## src/rtl/core/x86_16_register_alu_and_branch_core_macros.svh

```systemverilog
// assertion macros for the core's checking code
`ifndef X86_16_REGISTER_ALU_AND_BRANCH_CORE_MACROS_SVH
`define X86_16_REGISTER_ALU_AND_BRANCH_CORE_MACROS_SVH

// same-cycle implication, sampled on clk, off while rst is high
`define XRAB_ASSERT_IMPL(lbl, ante, cons, msg) \
  lbl: assert property (@(posedge clk) disable iff (rst) (ante) |-> (cons)) \
    else $error(msg);

// next-cycle implication, sampled on clk, off while rst is high
`define XRAB_ASSERT_NEXT(lbl, ante, cons, msg) \
  lbl: assert property (@(posedge clk) disable iff (rst) (ante) |=> (cons)) \
    else $error(msg);

`endif

```

## src/rtl/core/xrab_pkg.sv

```systemverilog
// shared types, constants and helpers of the register alu and branch core
package xrab_pkg;

  localparam int WORD_W   = 16;
  localparam int FLAG_W   = 12;
  localparam int RF_DEPTH = 12;
  localparam int RF_IDX_W = 4;
  localparam int QDEPTH   = 2;
  localparam int QPTR_W   = (QDEPTH > 1) ? $clog2(QDEPTH) : 1;
  localparam int QCNT_W   = $clog2(QDEPTH + 1);

  localparam logic [RF_IDX_W-1:0] SEG_BASE = 4'd8;
  localparam logic [RF_IDX_W-1:0] CX_IDX   = 4'd1;

  localparam int FLAG_C = 0;
  localparam int FLAG_P = 2;
  localparam int FLAG_A = 4;
  localparam int FLAG_Z = 6;
  localparam int FLAG_S = 7;
  localparam int FLAG_O = 11;

  typedef enum logic [3:0] {
    CMD_MOV    = 4'd0,
    CMD_ADD    = 4'd1,
    CMD_SUB    = 4'd2,
    CMD_CMP    = 4'd3,
    CMD_JNZ    = 4'd4,
    CMD_JE     = 4'd5,
    CMD_JP     = 4'd6,
    CMD_JB     = 4'd7,
    CMD_LOOPNZ = 4'd8
  } cmd_t;

  typedef enum logic [1:0] {
    SEG_NONE = 2'd0,
    SEG_TO   = 2'd1,
    SEG_FROM = 2'd2
  } seg_sel_t;

  typedef enum logic [1:0] {
    K_NONE   = 2'd0,
    K_MOV    = 2'd1,
    K_ARITH  = 2'd2,
    K_BRANCH = 2'd3
  } kind_t;

  typedef enum logic [2:0] {
    C_JNZ    = 3'd0,
    C_JE     = 3'd1,
    C_JP     = 3'd2,
    C_JB     = 3'd3,
    C_LOOPNZ = 3'd4
  } cond_t;

  // classified operation handed from the front to the back
  typedef struct packed {
    kind_t               kind;
    logic                sub;
    logic                wr;
    cond_t               cond;
    logic                wide;
    logic                use_imm;
    logic [WORD_W-1:0]   imm;
    logic [RF_IDX_W-1:0] dst_idx;
    logic [RF_IDX_W-1:0] src_idx;
    logic                dst_hi;
    logic                src_hi;
  } op_t;

  typedef struct packed {
    logic a_valid;
    logic b_valid;
  } b_stat_t;

  function automatic logic parity_even(input logic [7:0] v);
    parity_even = ~^v;
  endfunction

endpackage

```

## src/rtl/core/xrab_front.sv

```systemverilog
// front end: accepts items and classifies them into operations
module xrab_front
  import xrab_pkg::*;
(
  input  logic        clk,
  input  logic        rst,
  input  logic        s_tvalid,
  output logic        s_tready,
  // command[3:0]
  input  logic [3:0]  s_tuser,
  // dest_code[2:0] src_code[5:3] segment_select[7:6] wide[8] use_immediate[9]
  // immediate_value[25:10] memory_operand[26], zero above
  input  logic [31:0] s_tdata,
  output logic        push_valid,
  output op_t         push_op,
  input  logic        push_ready
);

  logic        fv;
  op_t         fop;
  op_t         op_next;
  logic [2:0]  dcode;
  logic [2:0]  scode;
  logic [1:0]  segsel;
  logic        wide;
  logic        mem;

  assign dcode  = s_tdata[2:0];
  assign scode  = s_tdata[5:3];
  assign segsel = s_tdata[7:6];
  assign wide   = s_tdata[8];
  assign mem    = s_tdata[26];

  always_comb begin
    op_next         = '0;
    op_next.kind    = K_NONE;
    op_next.cond    = C_JNZ;
    op_next.wide    = wide;
    op_next.use_imm = s_tdata[9];
    op_next.imm     = s_tdata[25:10];
    // byte codes 4..7 name the high half of registers 0..3
    op_next.dst_idx = wide ? {1'b0, dcode} : {2'b00, dcode[1:0]};
    op_next.src_idx = wide ? {1'b0, scode} : {2'b00, scode[1:0]};
    op_next.dst_hi  = !wide && dcode[2];
    op_next.src_hi  = !wide && scode[2];
    if (!mem) begin
      unique case (cmd_t'(s_tuser))
        CMD_MOV: begin
          op_next.kind = K_MOV;
          op_next.wr   = 1'b1;
          if (seg_sel_t'(segsel) == SEG_TO) begin
            op_next.wide    = 1'b1;
            op_next.dst_idx = SEG_BASE | {2'b00, dcode[1:0]};
            op_next.src_idx = {1'b0, scode};
            op_next.dst_hi  = 1'b0;
            op_next.src_hi  = 1'b0;
          end else if (seg_sel_t'(segsel) == SEG_FROM) begin
            op_next.wide    = 1'b1;
            op_next.use_imm = 1'b0;
            op_next.dst_idx = {1'b0, dcode};
            op_next.src_idx = SEG_BASE | {2'b00, scode[1:0]};
            op_next.dst_hi  = 1'b0;
            op_next.src_hi  = 1'b0;
          end
        end
        CMD_ADD: begin
          op_next.kind = K_ARITH;
          op_next.wr   = 1'b1;
        end
        CMD_SUB: begin
          op_next.kind = K_ARITH;
          op_next.sub  = 1'b1;
          op_next.wr   = 1'b1;
        end
        CMD_CMP: begin
          op_next.kind = K_ARITH;
          op_next.sub  = 1'b1;
        end
        CMD_JNZ: begin
          op_next.kind = K_BRANCH;
          op_next.cond = C_JNZ;
        end
        CMD_JE: begin
          op_next.kind = K_BRANCH;
          op_next.cond = C_JE;
        end
        CMD_JP: begin
          op_next.kind = K_BRANCH;
          op_next.cond = C_JP;
        end
        CMD_JB: begin
          op_next.kind = K_BRANCH;
          op_next.cond = C_JB;
        end
        CMD_LOOPNZ: begin
          // the decremented count goes back into cx
          op_next.kind    = K_BRANCH;
          op_next.cond    = C_LOOPNZ;
          op_next.wr      = 1'b1;
          op_next.wide    = 1'b1;
          op_next.dst_idx = CX_IDX;
          op_next.dst_hi  = 1'b0;
        end
        default: op_next.kind = K_NONE;
      endcase
    end
  end

  assign s_tready   = !fv || push_ready;
  assign push_valid = fv;
  assign push_op    = fop;

  always_ff @(posedge clk) begin
    if (rst) begin
      fv <= 1'b0;
    end else if (s_tvalid && s_tready) begin
      fv <= 1'b1;
    end else if (push_ready) begin
      fv <= 1'b0;
    end
    if (s_tvalid && s_tready) begin
      fop <= op_next;
    end
  end

endmodule

```

## src/rtl/core/xrab_queue.sv

```systemverilog
// short operation queue between front and back
module xrab_queue
  import xrab_pkg::*;
(
  input  logic clk,
  input  logic rst,
  input  logic in_valid,
  output logic in_ready,
  input  op_t  in_op,
  output logic out_valid,
  input  logic out_ready,
  output op_t  out_op
);

  op_t               mem [QDEPTH];
  logic [QPTR_W-1:0] wr_ptr;
  logic [QPTR_W-1:0] rd_ptr;
  logic [QCNT_W-1:0] count;
  logic              push;
  logic              pop;

  assign in_ready  = count != QCNT_W'(QDEPTH);
  assign out_valid = count != '0;
  assign out_op    = mem[rd_ptr];
  assign push      = in_valid && in_ready;
  assign pop       = out_valid && out_ready;

  always_ff @(posedge clk) begin
    if (rst) begin
      wr_ptr <= '0;
      rd_ptr <= '0;
      count  <= '0;
    end else begin
      if (push) begin
        wr_ptr <= (wr_ptr == QPTR_W'(QDEPTH - 1)) ? '0 : wr_ptr + 1'b1;
      end
      if (pop) begin
        rd_ptr <= (rd_ptr == QPTR_W'(QDEPTH - 1)) ? '0 : rd_ptr + 1'b1;
      end
      if (push && !pop) begin
        count <= count + 1'b1;
      end else if (pop && !push) begin
        count <= count - 1'b1;
      end
    end
    if (push) begin
      mem[wr_ptr] <= in_op;
    end
  end

endmodule

```

## src/rtl/core/xrab_back.sv

```systemverilog
// back end: register read stage, execute stage and output register
module xrab_back
  import xrab_pkg::*;
(
  input  logic        clk,
  input  logic        rst,
  input  logic        q_valid,
  output logic        q_pop,
  input  op_t         q_op,
  output logic        m_tvalid,
  input  logic        m_tready,
  // dest_value[15:0] flag_word[27:16] branch_taken[28] count_value[44:29], zero above
  output logic [47:0] m_tdata,
  output b_stat_t     stat
);

  // register file: written at one address, read at two with registered data
  logic [WORD_W-1:0]   rf [RF_DEPTH];
  logic [RF_DEPTH-1:0] rf_valid;
  logic [WORD_W-1:0]   cx;
  logic [FLAG_W-1:0]   flags;

  // last register write, for operands read before it landed
  logic                fwd_en;
  logic [RF_IDX_W-1:0] fwd_idx;
  logic [WORD_W-1:0]   fwd_data;

  logic                a_valid;
  op_t                 a_op;
  logic [WORD_W-1:0]   a_rd_dst;
  logic [WORD_W-1:0]   a_rd_src;
  logic [RF_IDX_W-1:0] rd_idx_dst;
  logic [RF_IDX_W-1:0] rd_idx_src;
  logic [WORD_W-1:0]   a_cor_dst;
  logic [WORD_W-1:0]   a_cor_src;

  logic                b_valid;
  op_t                 b_op;
  logic [WORD_W-1:0]   b_rd_dst;
  logic [WORD_W-1:0]   b_rd_src;

  logic                out_free;
  logic                b_fire;
  logic                b_load;
  logic                a_load;

  logic [WORD_W-1:0]   dst_word;
  logic [WORD_W-1:0]   src_word;
  logic [WORD_W-1:0]   opa;
  logic [WORD_W-1:0]   opb;
  logic [WORD_W:0]     sum;
  logic [WORD_W-1:0]   res;
  logic [WORD_W-1:0]   ovf_vec;
  logic [WORD_W-1:0]   new_word;
  logic [FLAG_W-1:0]   new_flags;
  logic [WORD_W-1:0]   cx_dec;
  logic                wr_en;
  logic                taken;
  logic [WORD_W-1:0]   dest_out;
  logic [WORD_W-1:0]   count_out;
  logic [FLAG_W-1:0]   flags_out;

  assign out_free = !m_tvalid || m_tready;
  assign b_fire   = b_valid && out_free;
  assign b_load   = a_valid && (!b_valid || b_fire);
  assign a_load   = q_valid && (!a_valid || b_load);
  assign q_pop    = a_load;

  assign stat.a_valid = a_valid;
  assign stat.b_valid = b_valid;

  // read stage keeps rereading for the item it holds
  assign rd_idx_dst = a_load ? q_op.dst_idx : a_op.dst_idx;
  assign rd_idx_src = a_load ? q_op.src_idx : a_op.src_idx;

  assign a_cor_dst = (fwd_en && fwd_idx == a_op.dst_idx) ? fwd_data : a_rd_dst;
  assign a_cor_src = (fwd_en && fwd_idx == a_op.src_idx) ? fwd_data : a_rd_src;
  assign dst_word  = (fwd_en && fwd_idx == b_op.dst_idx) ? fwd_data : b_rd_dst;
  assign src_word  = (fwd_en && fwd_idx == b_op.src_idx) ? fwd_data : b_rd_src;

  always_comb begin
    opa = b_op.wide ? dst_word
                    : {8'h00, (b_op.dst_hi ? dst_word[15:8] : dst_word[7:0])};
    if (b_op.use_imm) begin
      opb = b_op.wide ? b_op.imm : {8'h00, b_op.imm[7:0]};
    end else begin
      opb = b_op.wide ? src_word
                      : {8'h00, (b_op.src_hi ? src_word[15:8] : src_word[7:0])};
    end
    sum = b_op.sub ? ({1'b0, opa} - {1'b0, opb}) : ({1'b0, opa} + {1'b0, opb});
    if (b_op.kind == K_MOV) begin
      res = opb;
    end else begin
      res = b_op.wide ? sum[15:0] : {8'h00, sum[7:0]};
    end
    ovf_vec = b_op.sub ? ((opa ^ opb) & (opa ^ res)) : (~(opa ^ opb) & (opa ^ res));

    new_flags         = '0;
    // byte add carries out of bit 7; a borrow always shows in the top bit
    new_flags[FLAG_C] = (!b_op.wide && !b_op.sub) ? sum[8] : sum[16];
    new_flags[FLAG_P] = parity_even(res[7:0]);
    new_flags[FLAG_A] = opa[4] ^ opb[4] ^ res[4];
    new_flags[FLAG_Z] = res == '0;
    new_flags[FLAG_S] = b_op.wide ? res[15] : res[7];
    new_flags[FLAG_O] = b_op.wide ? ovf_vec[15] : ovf_vec[7];

    cx_dec = cx - 1'b1;

    if (b_op.kind == K_BRANCH) begin
      new_word = cx_dec;
    end else if (b_op.wide) begin
      new_word = res;
    end else if (b_op.dst_hi) begin
      new_word = {res[7:0], dst_word[7:0]};
    end else begin
      new_word = {dst_word[15:8], res[7:0]};
    end

    wr_en = (b_op.kind == K_MOV || b_op.kind == K_ARITH ||
             (b_op.kind == K_BRANCH && b_op.cond == C_LOOPNZ)) && b_op.wr;

    taken = 1'b0;
    if (b_op.kind == K_BRANCH) begin
      unique case (b_op.cond)
        C_JNZ:    taken = !flags[FLAG_Z];
        C_JE:     taken = flags[FLAG_Z];
        C_JP:     taken = flags[FLAG_P];
        C_JB:     taken = flags[FLAG_C];
        C_LOOPNZ: taken = (cx_dec != '0) && !flags[FLAG_Z];
        default:  taken = 1'b0;
      endcase
    end

    if (b_op.kind == K_MOV || b_op.kind == K_ARITH) begin
      dest_out = wr_en ? new_word : dst_word;
    end else begin
      dest_out = '0;
    end

    if (b_op.kind == K_BRANCH && b_op.cond == C_LOOPNZ) begin
      count_out = cx_dec;
    end else if (wr_en && b_op.dst_idx == CX_IDX) begin
      count_out = new_word;
    end else begin
      count_out = cx;
    end

    flags_out = (b_op.kind == K_ARITH) ? new_flags : flags;
  end

  always_ff @(posedge clk) begin
    if (rst) begin
      a_valid  <= 1'b0;
      b_valid  <= 1'b0;
      m_tvalid <= 1'b0;
      rf_valid <= '0;
      fwd_en   <= 1'b0;
      cx       <= '0;
      flags    <= '0;
    end else begin
      if (a_load) begin
        a_valid <= 1'b1;
      end else if (b_load) begin
        a_valid <= 1'b0;
      end
      if (b_load) begin
        b_valid <= 1'b1;
      end else if (b_fire) begin
        b_valid <= 1'b0;
      end
      if (b_fire) begin
        m_tvalid <= 1'b1;
      end else if (m_tready) begin
        m_tvalid <= 1'b0;
      end
      if (b_fire) begin
        cx    <= count_out;
        flags <= flags_out;
        if (wr_en) begin
          rf_valid[b_op.dst_idx] <= 1'b1;
          fwd_en                 <= 1'b1;
        end
      end
    end

    a_rd_dst <= rf_valid[rd_idx_dst] ? rf[rd_idx_dst] : '0;
    a_rd_src <= rf_valid[rd_idx_src] ? rf[rd_idx_src] : '0;
    if (a_load) begin
      a_op <= q_op;
    end
    if (b_load) begin
      b_op     <= a_op;
      b_rd_dst <= a_cor_dst;
      b_rd_src <= a_cor_src;
    end
    if (b_fire && wr_en) begin
      rf[b_op.dst_idx] <= new_word;
      fwd_idx          <= b_op.dst_idx;
      fwd_data         <= new_word;
    end
    if (b_fire) begin
      m_tdata <= {3'b000, count_out, taken, flags_out, dest_out};
    end
  end

endmodule

```

## src/rtl/core/x86_16_register_alu_and_branch_core.sv

```systemverilog
// top level of the 8086 register alu and branch execute core
//
// Input channel s_*: one decoded instruction per item (mov, add, sub, cmp,
// jnz, je, jp, jb, loopnz). Output channel m_*: one result item for every
// input item, in order: destination register, flag word, branch decision
// and CX after the instruction.
// Path from acceptance to result: front register, queue, register read
// stage, execute stage and the output register.
// Throughput: one item per cycle while m_tready is high; the register file
// write, the flag update and the bypass load when the execute stage fires.
// The front classifies items into a 2-entry queue, so the front keeps
// taking items while the back waits on the output side.
// Reset clears all twelve registers and the flags to zero and empties the
// pipeline. When m_tready is low the output holds, the back stages stop,
// the queue fills and s_tready falls once the front register is also full.
module x86_16_register_alu_and_branch_core
  import xrab_pkg::*;
(
  input  logic        clk,
  input  logic        rst,
  input  logic        s_tvalid,
  output logic        s_tready,
  // command[3:0]
  input  logic [3:0]  s_tuser,
  // dest_code[2:0] src_code[5:3] segment_select[7:6] wide[8] use_immediate[9]
  // immediate_value[25:10] memory_operand[26], zero above
  input  logic [31:0] s_tdata,
  output logic        m_tvalid,
  input  logic        m_tready,
  // dest_value[15:0] flag_word[27:16] branch_taken[28] count_value[44:29], zero above
  output logic [47:0] m_tdata
);

`include "x86_16_register_alu_and_branch_core_macros.svh"

  logic    f_valid;
  op_t     f_op;
  logic    q_in_ready;
  logic    q_valid;
  logic    q_pop;
  op_t     q_op;
  b_stat_t stat;

  xrab_front u_front (
    .clk        (clk),
    .rst        (rst),
    .s_tvalid   (s_tvalid),
    .s_tready   (s_tready),
    .s_tuser    (s_tuser),
    .s_tdata    (s_tdata),
    .push_valid (f_valid),
    .push_op    (f_op),
    .push_ready (q_in_ready)
  );

  xrab_queue u_queue (
    .clk       (clk),
    .rst       (rst),
    .in_valid  (f_valid),
    .in_ready  (q_in_ready),
    .in_op     (f_op),
    .out_valid (q_valid),
    .out_ready (q_pop),
    .out_op    (q_op)
  );

  xrab_back u_back (
    .clk      (clk),
    .rst      (rst),
    .q_valid  (q_valid),
    .q_pop    (q_pop),
    .q_op     (q_op),
    .m_tvalid (m_tvalid),
    .m_tready (m_tready),
    .m_tdata  (m_tdata),
    .stat     (stat)
  );

  `XRAB_ASSERT_NEXT(a_front_holds, f_valid && !q_in_ready, f_valid, "front item lost while queue full")
  `XRAB_ASSERT_NEXT(a_exec_holds, m_tvalid && !m_tready && stat.b_valid, stat.b_valid, "execute stage lost an item while output stalled")
  `XRAB_ASSERT_IMPL(a_reset_empty, $past(rst), !m_tvalid && !stat.a_valid && !stat.b_valid, "pipeline not empty after reset")

endmodule
```

## config.mk

```make
export PLATFORM = sky130hd
export DESIGN_NAME = x86_16_register_alu_and_branch_core
export DESIGN_NICKNAME = d
export VERILOG_FILES = /design/src/rtl/core/xrab_pkg.sv /design/src/rtl/core/xrab_front.sv /design/src/rtl/core/xrab_queue.sv /design/src/rtl/core/xrab_back.sv /design/src/rtl/core/x86_16_register_alu_and_branch_core.sv
export VERILOG_INCLUDE_DIRS = /design/src /design/src/rtl/core
export SDC_FILE = /design/constraint.sdc
export NUM_CORES = 1
export LEC_CHECK = 0
export BUFFER_PORTS_ARGS = -buffer_cell sky130_fd_sc_hd__buf_2
export CAP_MARGIN = 15
export CORE_UTILIZATION = 45
export CTS_CLUSTER_DIAMETER = 80
export DETAILED_ROUTE_END_ITERATION = 10
export PLACE_DENSITY_LB_ADDON = 0.08
export SLEW_MARGIN = 15
export SYNTH_ARGS = -nofsm -noshare
export SYNTH_HDL_FRONTEND = slang
export SYNTH_SLANG_ARGS = --single-unit
export TNS_END_PERCENT = 1
```

## constraint.sdc

```tcl
create_clock -name clk -period 7.2 [get_ports clk]
set_input_delay 0 -clock clk [delete_from_list [all_inputs] [get_ports clk]]
set_output_delay 0 -clock clk [all_outputs]
set_load 0.05 [all_outputs]
```

## Word-level counts from Yosys, hierarchy flattened

Memory sizes are Yosys's and may differ from the RTL's. A register that Yosys moved wholly into a read port is not among the register bits.
Index checks and enable logic that the tools add are counted.

| word-level totals | value |
|---|---|
| register bits after elaboration | 251 |
| memory bits (writable) | 262 |
| bits of input ports | 40 |
| output and inout port bits | 50 |
| logic and storage cells | 220 |
| memories kept | 2 |

| cells by class | value |
|---|---|
| add/subtract/negate cells | 7 |
| magnitude comparators | 4 |
| equality and inequality tests | 23 |
| muxes and demuxes | 70 |
| bitwise operators | 8 |
| reductions and logical operators | 55 |

Memory list:

| memory | words | bits a word | read ports | clocked after Yosys merged registers in | wr ports | RTL line | RTL |
|---|---|---|---|---|---|---|---|
| u_back.rf | 12 | 16 | 2 | 2 | 1 | xrab_back.sv:18 | `logic [WORD_W-1:0] rf [RF_DEPTH];` |
| u_queue.mem | 2 | 35 | 1 | 1 | 1 | xrab_queue.sv:15 | `op_t mem [QDEPTH];` |

Operators by type and width:

| cell | count |
|---|---|
| $mux 16 | 17 |
| $and 16x16->16 | 2 |
| $xor 16x16->16 | 2 |
| $mux 10 | 3 |
| $mux 1 | 28 |
| $logic_and 1x1->1 | 21 |
| $add 16x16->17 | 1 |
| $mux 17 | 1 |
| $sub 16x16->17 | 1 |
| $eq 4x3->1 const B | 4 |
| $eq 4x4->1 | 4 |
| $logic_not 16->1 | 1 |
| $mux 8 | 2 |
| $not 16->16 | 1 |
| $reduce_bool 16->1 | 1 |
| $sub 16x1->16 const B | 1 |
| $lt 4x5->1 const B | 3 |
| $logic_not 1->1 | 12 |
| $mux 12 | 1 |
| $mux 4 | 3 |
| $or 12x12->12 | 1 |
| $pmux 3 s4 | 1 |
| $reduce_bool 2->1 | 6 |
| $bmux 1 s4 | 2 |
| 30 further kinds | 48 |

## Logic depth before layout (Yosys ltp)

| depth | value |
|---|---|
| depth in word-level cells | 15 |
| mapped depth | 23 |
| depth with buffers taken out | 21 |

## Cells and area by module

Synthesis repeated with hierarchy kept, for this count alone.

| unflattened totals | value |
|---|---|
| cell total of the unflattened synthesis | 1779 |
| area, all modules | 25100.3 µm² |

Modules (own cells, without submodules):

| module | times used | cells an instance | area each (µm²) | seq. area each (µm²) |
|---|---|---|---|---|
| xrab_back | 1 | 1568 | 21023.9 | 12301.8 |
| xrab_queue | 1 | 133 | 2746.4 | 2202.1 |
| xrab_front | 1 | 78 | 1330.0 | 1071.0 |

## Worst setup path after synthesis

No wires, ideal clock.

| path | value |
|---|---|
| path type | reg2reg |
| from | reg u_back.fwd_idx[2] |
| to | reg u_back.fwd_data[14] (data pin) |
| library setup time | 0.308 ns |
| arrival | 4.521 ns |
| data required time | 6.892 ns |
| setup slack | 2.371 ns |
| stages on the path, launching flop included | 22 |
| path buffers | 3 |
| clock period less this slack | 4.829 ns |
| path through | edfxtp_1 buf_6 xor2_4 nor3_4 buf_6 mux2i_1 a221oi_2 nor4_1 nand2_1 nor2_1 o21ai_0 o31a_1 ha_1 clkbuf_1 a21o_1 a211oi_1 o21bai_1 a221o_1 a211oi_1 o21ai_0 a311oi_1 inv_1 |

| on the way | value |
|---|---|
| word-level cells in the longest chain between the ends | 13 |
| elaborated cells between the ends (all ways) | 19 |
| those cells by class | add/sub (2); eq/ne (2); mux (13); reduce/logical (2) |

Ends and longest elaborated chain:

| item | RTL line | RTL |
|---|---|---|
| from (decl) | xrab_back.sv:25 | `logic [RF_IDX_W-1:0] fwd_idx;` |
| from (signal assigned) | xrab_back.sv:198 | `fwd_idx <= b_op.dst_idx;` |
| $eq 4x4->1 | xrab_back.sv:79 | `assign src_word = (fwd_en && fwd_idx == b_op.src_idx) ? fwd_data : b_rd_src;` |
| $logic_and 1x1->1 | xrab_back.sv:79 |  |
| $mux 16 | xrab_back.sv:79 |  |
| $mux 8 | xrab_back.sv:88 | `: {8'h00, (b_op.src_hi ? src_word[15:8] : src_word[7:0])};` |
| $mux 16 | xrab_back.sv:87 | `opb = b_op.wide ? src_word` |
| $mux 16 | xrab_back.sv:84 | `if (b_op.use_imm) begin` |
| $add 16x16->17 / $sub 16x16->17 (equally long branches) | xrab_back.sv:90 | `sum = b_op.sub ? ({1'b0, opa} - {1'b0, opb}) : ({1'b0, opa} + {1'b0, opb});` |
| $mux 17 | xrab_back.sv:90 |  |
| $mux 16 | xrab_back.sv:94 | `res = b_op.wide ? sum[15:0] : {8'h00, sum[7:0]};` |
| $mux 16 | xrab_back.sv:91 | `if (b_op.kind == K_MOV) begin` |
| $mux 16 | xrab_back.sv:113 | `end else if (b_op.dst_hi) begin` |
| $mux 16 (*) | xrab_back.sv:111 | `end else if (b_op.wide) begin` |
| $mux 16 (*) | xrab_back.sv:109 | `if (b_op.kind == K_BRANCH) begin` |
| net u_back.new_word[14] | xrab_back.sv:54 | `logic [WORD_W-1:0] new_word;` |
| to (signal assigned) | xrab_back.sv:199 | `fwd_data <= new_word;` |
| to (decl) | xrab_back.sv:26 | `logic [WORD_W-1:0] fwd_data;` |

Mark *: on every way through the listed nets, which the timed path passes. The rest lies on a longest branch.
A chain may end at the register's enable or synchronous reset.

## Worst setup path after layout

| path | value |
|---|---|
| from | reg u_back.fwd_idx[2] |
| to | mem u_back.rf[3][14] (data pin) |

| on the way | value |
|---|---|
| word-level cells in the longest chain between the ends | 13 |
| elaborated cells between the ends (all ways) | 19 |
| those cells by class | add/sub (2); eq/ne (2); mux (13); reduce/logical (2) |

Ends and longest elaborated chain:

| item | RTL line |
|---|---|
| $eq 4x4->1 | xrab_back.sv:79 |
| $logic_and 1x1->1 | xrab_back.sv:79 |
| $mux 16 | xrab_back.sv:79 |
| $mux 8 | xrab_back.sv:88 |
| $mux 16 | xrab_back.sv:87 |
| $mux 16 | xrab_back.sv:84 |
| $add 16x16->17 / $sub 16x16->17 (equally long branches) | xrab_back.sv:90 |
| $mux 17 | xrab_back.sv:90 |
| $mux 16 | xrab_back.sv:94 |
| $mux 16 | xrab_back.sv:91 |
| $mux 16 | xrab_back.sv:113 |
| $mux 16 (*) | xrab_back.sv:111 |
| $mux 16 (*) | xrab_back.sv:109 |
| net u_back.new_word[14] | xrab_back.sv:54 |
| to (decl) | xrab_back.sv:18 |

Marks and branches as above.

==> impl_results.rst <==
.. list-table::
   :header-rows: 1

   * - Metric
     - Value
   * - Status
     - complete, no violations
   * - Vias in the first global route
     - approximately 16,000
   * - Synth area leaders
     - edfxtp_1 (54%), mux4_2 (9.0%), dfxtp_1 (6.4%)
   * - Netlist area before placement
     - ~0.026 mm^2
   * - Antenna cell count
     - 0
   * - Share of synthesized area occupied by flip-flops and latches
     - 60.69%
   * - Die Span Y
     - 240.8 um
   * - Crit path DAT
     - 6600 ps
   * - Share of final-layout standard cells stronger than drive strength 1
     - 23.02%
   * - Starting density of the core
     - 45.51%
   * - Longest Clk Path Bufs
     - 3
   * - Synthesis-stage register bit count
     - between 500 and 600
   * - Residual DRC
     - 0
   * - RSZ-0062 raised after global routing
     - false
   * - Avg WL per Cell
     - 24.12 um
   * - Number of vias per cell
     - 5.755
   * - Logic gate share of total power
     - 39.0%
   * - TNS Setup
     - 0 ps
   * - Crit-path slowest cell
     - a311oi_1
   * - Number of setup violations in the final report
     - 0
   * - Register-to-Register Path Depth
     - 18
   * - Sequential Power Share
     - a little under two fifths
   * - Maximum Capacitance Violations
     - 0
   * - Clock period minus worst slack
     - roughly 6400 ps
   * - Final core utilization
     - 52.05%
   * - M1 WL
     - 30,280 um
   * - Async set-or-reset flop fraction in the synthesized netlist
     - 0%
   * - Slew Limit Headroom
     - ~23%
   * - Met2 WL post-DR
     - 32,170 um
   * - Slew @ Worst Pin
     - 1156 ps
   * - Syn Inst Count
     - 1,817
   * - Std-Cell Core Area
     - 0.05639 mm^2
   * - Startpoint types
     - flop
   * - Area fraction of the dominant cell type after synthesis
     - 54.30%
   * - Fmax
     - 156.9 MHz
   * - Maximum fanout along the worst path
     - 14
   * - TritonCTS Buffers
     - 57
   * - CP dominant cell by count
     - a211oi_1
   * - Number of unique standard cell types used by synthesis
     - 99
   * - Final worst slack
     - just over 800 ps
   * - Weighted congestion reported at the end of routability-driven placement
     - 0.9039
   * - Die boundary width
     - 240.8 um
   * - Clock root buffer
     - clkbuf_16
   * - Wire length of the first global-routing pass
     - 100,000 um
   * - Number of synthesis warnings
     - 0
   * - Placement Setup Slack
     - 907.2 ps
   * - Row cnt
     - 87
   * - Dominant cell type by area after synthesis
     - edfxtp_1
   * - DRT antenna net count
     - 0
   * - Highest routed layer
     - met5
   * - Commonest cells post-synth
     - edfxtp_1 (464), nor2_1 (177), mux4_2 (102), nand2_1 (100), dfxtp_1 (82)
   * - Number of max-slew violations in the final report
     - 0
   * - Clock tree from TritonCTS
     - built
   * - Sum of met3 wire segment lengths after detailed routing
     - 2350 um
   * - Area Growth Syn to Fin
     - 14.38%
   * - Post-layout instance area
     - 0.02935 mm^2
   * - Starting DRC count in detailed routing
     - 1,276
   * - Buffers inserted during post-CTS setup optimization
     - 0
   * - Max rail drop VDD
     - 0.2467 mV
   * - Skew-Pair Late Insertion Delay
     - 620 ps
   * - DRT Pass-1 Iters
     - 6
   * - EDFF count, synth
     - 464
   * - Net Sw Frac
     - 36.21%
   * - Part of the cycle the worst path needs
     - 88.50%
   * - Req. time, crit path
     - 7430 ps
   * - Number of nets in the layout
     - between 2,000 and 2,500
   * - Worst hold path stage count
     - 2
   * - Post-Route WL
     - 66,430 um
   * - Most common cell in the netlist
     - edfxtp_1
   * - Maximum number of pins on one net before global-route repair
     - 68
   * - Path type of the worst setup path
     - reg2reg
   * - Vias post-DR
     - 15,850
   * - Total global routing overflow
     - 0
   * - Proportion of power drawn by the clock network
     - 24.0%
   * - Critical path endpoint category
     - flop
   * - Detailed Place HPWL
     - about 44,000 um
   * - Class of the worst hold path
     - in2reg
   * - Pwr Density
     - 405.8 mW/mm^2
   * - Critical path, cell by cell
     - xor2_4 > nor3_4 > mux2i_1 > a211oi_2 > nor4_1 > buf_4 > nand2_1 > a21oi_1 > o31a_1 > ha_1 > a21o_1 > a211oi_1 > o21bai_1 > a221o_1 > a211oi_1 > o21ai_0 > a311oi_1 > inv_1
   * - Internal power
     - 7.598 mW
   * - Hold_buf cts
     - 46
   * - Leakage dissipation
     - 10.19 nW
   * - Most used DFF post-synth
     - edfxtp_1
   * - Average size of a mapped cell
     - approximately 14 um^2
   * - Net switching power
     - 4.314 mW
   * - Gr usage total
     - 23.36%
   * - Number of resized instances in the post-cts repair step
     - 0
   * - Count of boundary I/O pins
     - 90
   * - Clk slew on worst S/H paths
     - 60 ps
   * - Final Hold Fails
     - 0
   * - Peak per-stage delay on the critical path
     - ~710 ps
   * - Total Die Area
     - 0.05799 mm^2
   * - Final setup skew
     - 13.57 ps
   * - Number of H-tree levels
     - 2
   * - Placed cell areas
     - 0.02705 mm^2
   * - Initial antenna violation count
     - 1
   * - Count of buffers from port buffering
     - 81
   * - CTS sink count
     - ~550
-- power groups by stage --
stage               Clock (mW)  Sequential (mW)  Combinational (mW)
detailed placement           0             4.47                4.63
finish                    2.86             4.41                4.65
global placement             0             4.46                4.59
global route              3.04             4.44                5.02
floorplan                    0             4.47                3.17
CTS                       2.93             4.41                4.67
-- per-layer routing --
layer	track usage, %	up-vias
met5	0	-
met4	6.463	2
met3	2.665	92
met2	38.45	392
met1	32.89	8059
li1	-	7305
-- cell type report --
class / count / area [um^2]
fill: 4825 / 27030
sequential: 546 / 15570
multi-input combinational: 1130 / 9608
clock buffer: 86 / 1607
timing repair buffer: 180 / 1276
tap: 756 / 945.9
clock inverter: 21 / 209.0
inverter: 35 / 131.4
-- stage by stage --
stage	instances	hold slack (ps)	total power [mW]
global route	2754	82.80	12.49
global placement	2600	176.4	9.054
detailed placement	2600	178.1	9.106
finish	2754	99.19	11.91
CTS	2753	50.71	12.01
floorplan	1819	98.87	7.645
-- flip-flops by register name, indices dropped and copies added, names as in the netlist, 2 cells and up, named ones only --
signal and cells:
u_back.rf 192, u_queue.mem 70, u_back.m_tdata 45, u_back.a_op 35, u_back.b_op 35, u_front.push_op 35
u_back.a_rd_dst 16, u_back.a_rd_src 16, u_back.b_rd_dst 16, u_back.b_rd_src 16, u_back.cx 16, u_back.fwd_data 16
u_back.flags 12, u_back.rf_valid 12, u_back.fwd_idx 4, u_queue.count 2
-- worst paths after layout --
path              slack (ps)             endpoint              start
hold / removal           100  u_front.push_op[13]        s_tdata[13]
setup reg to reg         830     u_back.rf[3][14]  u_back.fwd_idx[2]
setup / recovery         830     u_back.rf[3][14]  u_back.fwd_idx[2]
hold reg to reg          420      u_back.b_op[15]    u_back.a_op[15]
-- worst max-delay path, delay by kind of cell, from the launching register on --
family | cells | cell delay [ps]
AOI/OAI and AO/OA | 10 | 3120
xor gates and xnor gates | 1 | 260
adders and majority gates | 1 | 400
buffers and inverters | 2 | 640
DFF | 1 | 560
muxes | 1 | 200
and+or+nand+nor | 3 | 790
-- cells in the final DEF (no fill, tap or decap), drive strengths merged, types with 11 or more instances in the layout --
master and count:
edfxtp 464, xnor2 36, xor2 35, mux4 102
dlygate4sd3 46, clkinv 15, and2 19, nor2 177
a211oi 53, o211ai 11, inv 37, mux2i 80
dfxtp 82, a21oi 75, o21ai 48, and3 11
nand2b 21, clkbuf 86, buf 134, mux2 80
nand3 26, nor4 11, nand2 100, nor3 29
ha 27, nor2b 26
-- logic make-up after synthesis --
family,share of synthesized area [%]
other cells,0.01461
compound gates,8.059
mux,15.68
flops,60.69
xor+xnor,2.672
simple gates,8.913
fa+ha+maj,1.433
buf+inv,2.540
(Power assumes the default switching activity.)
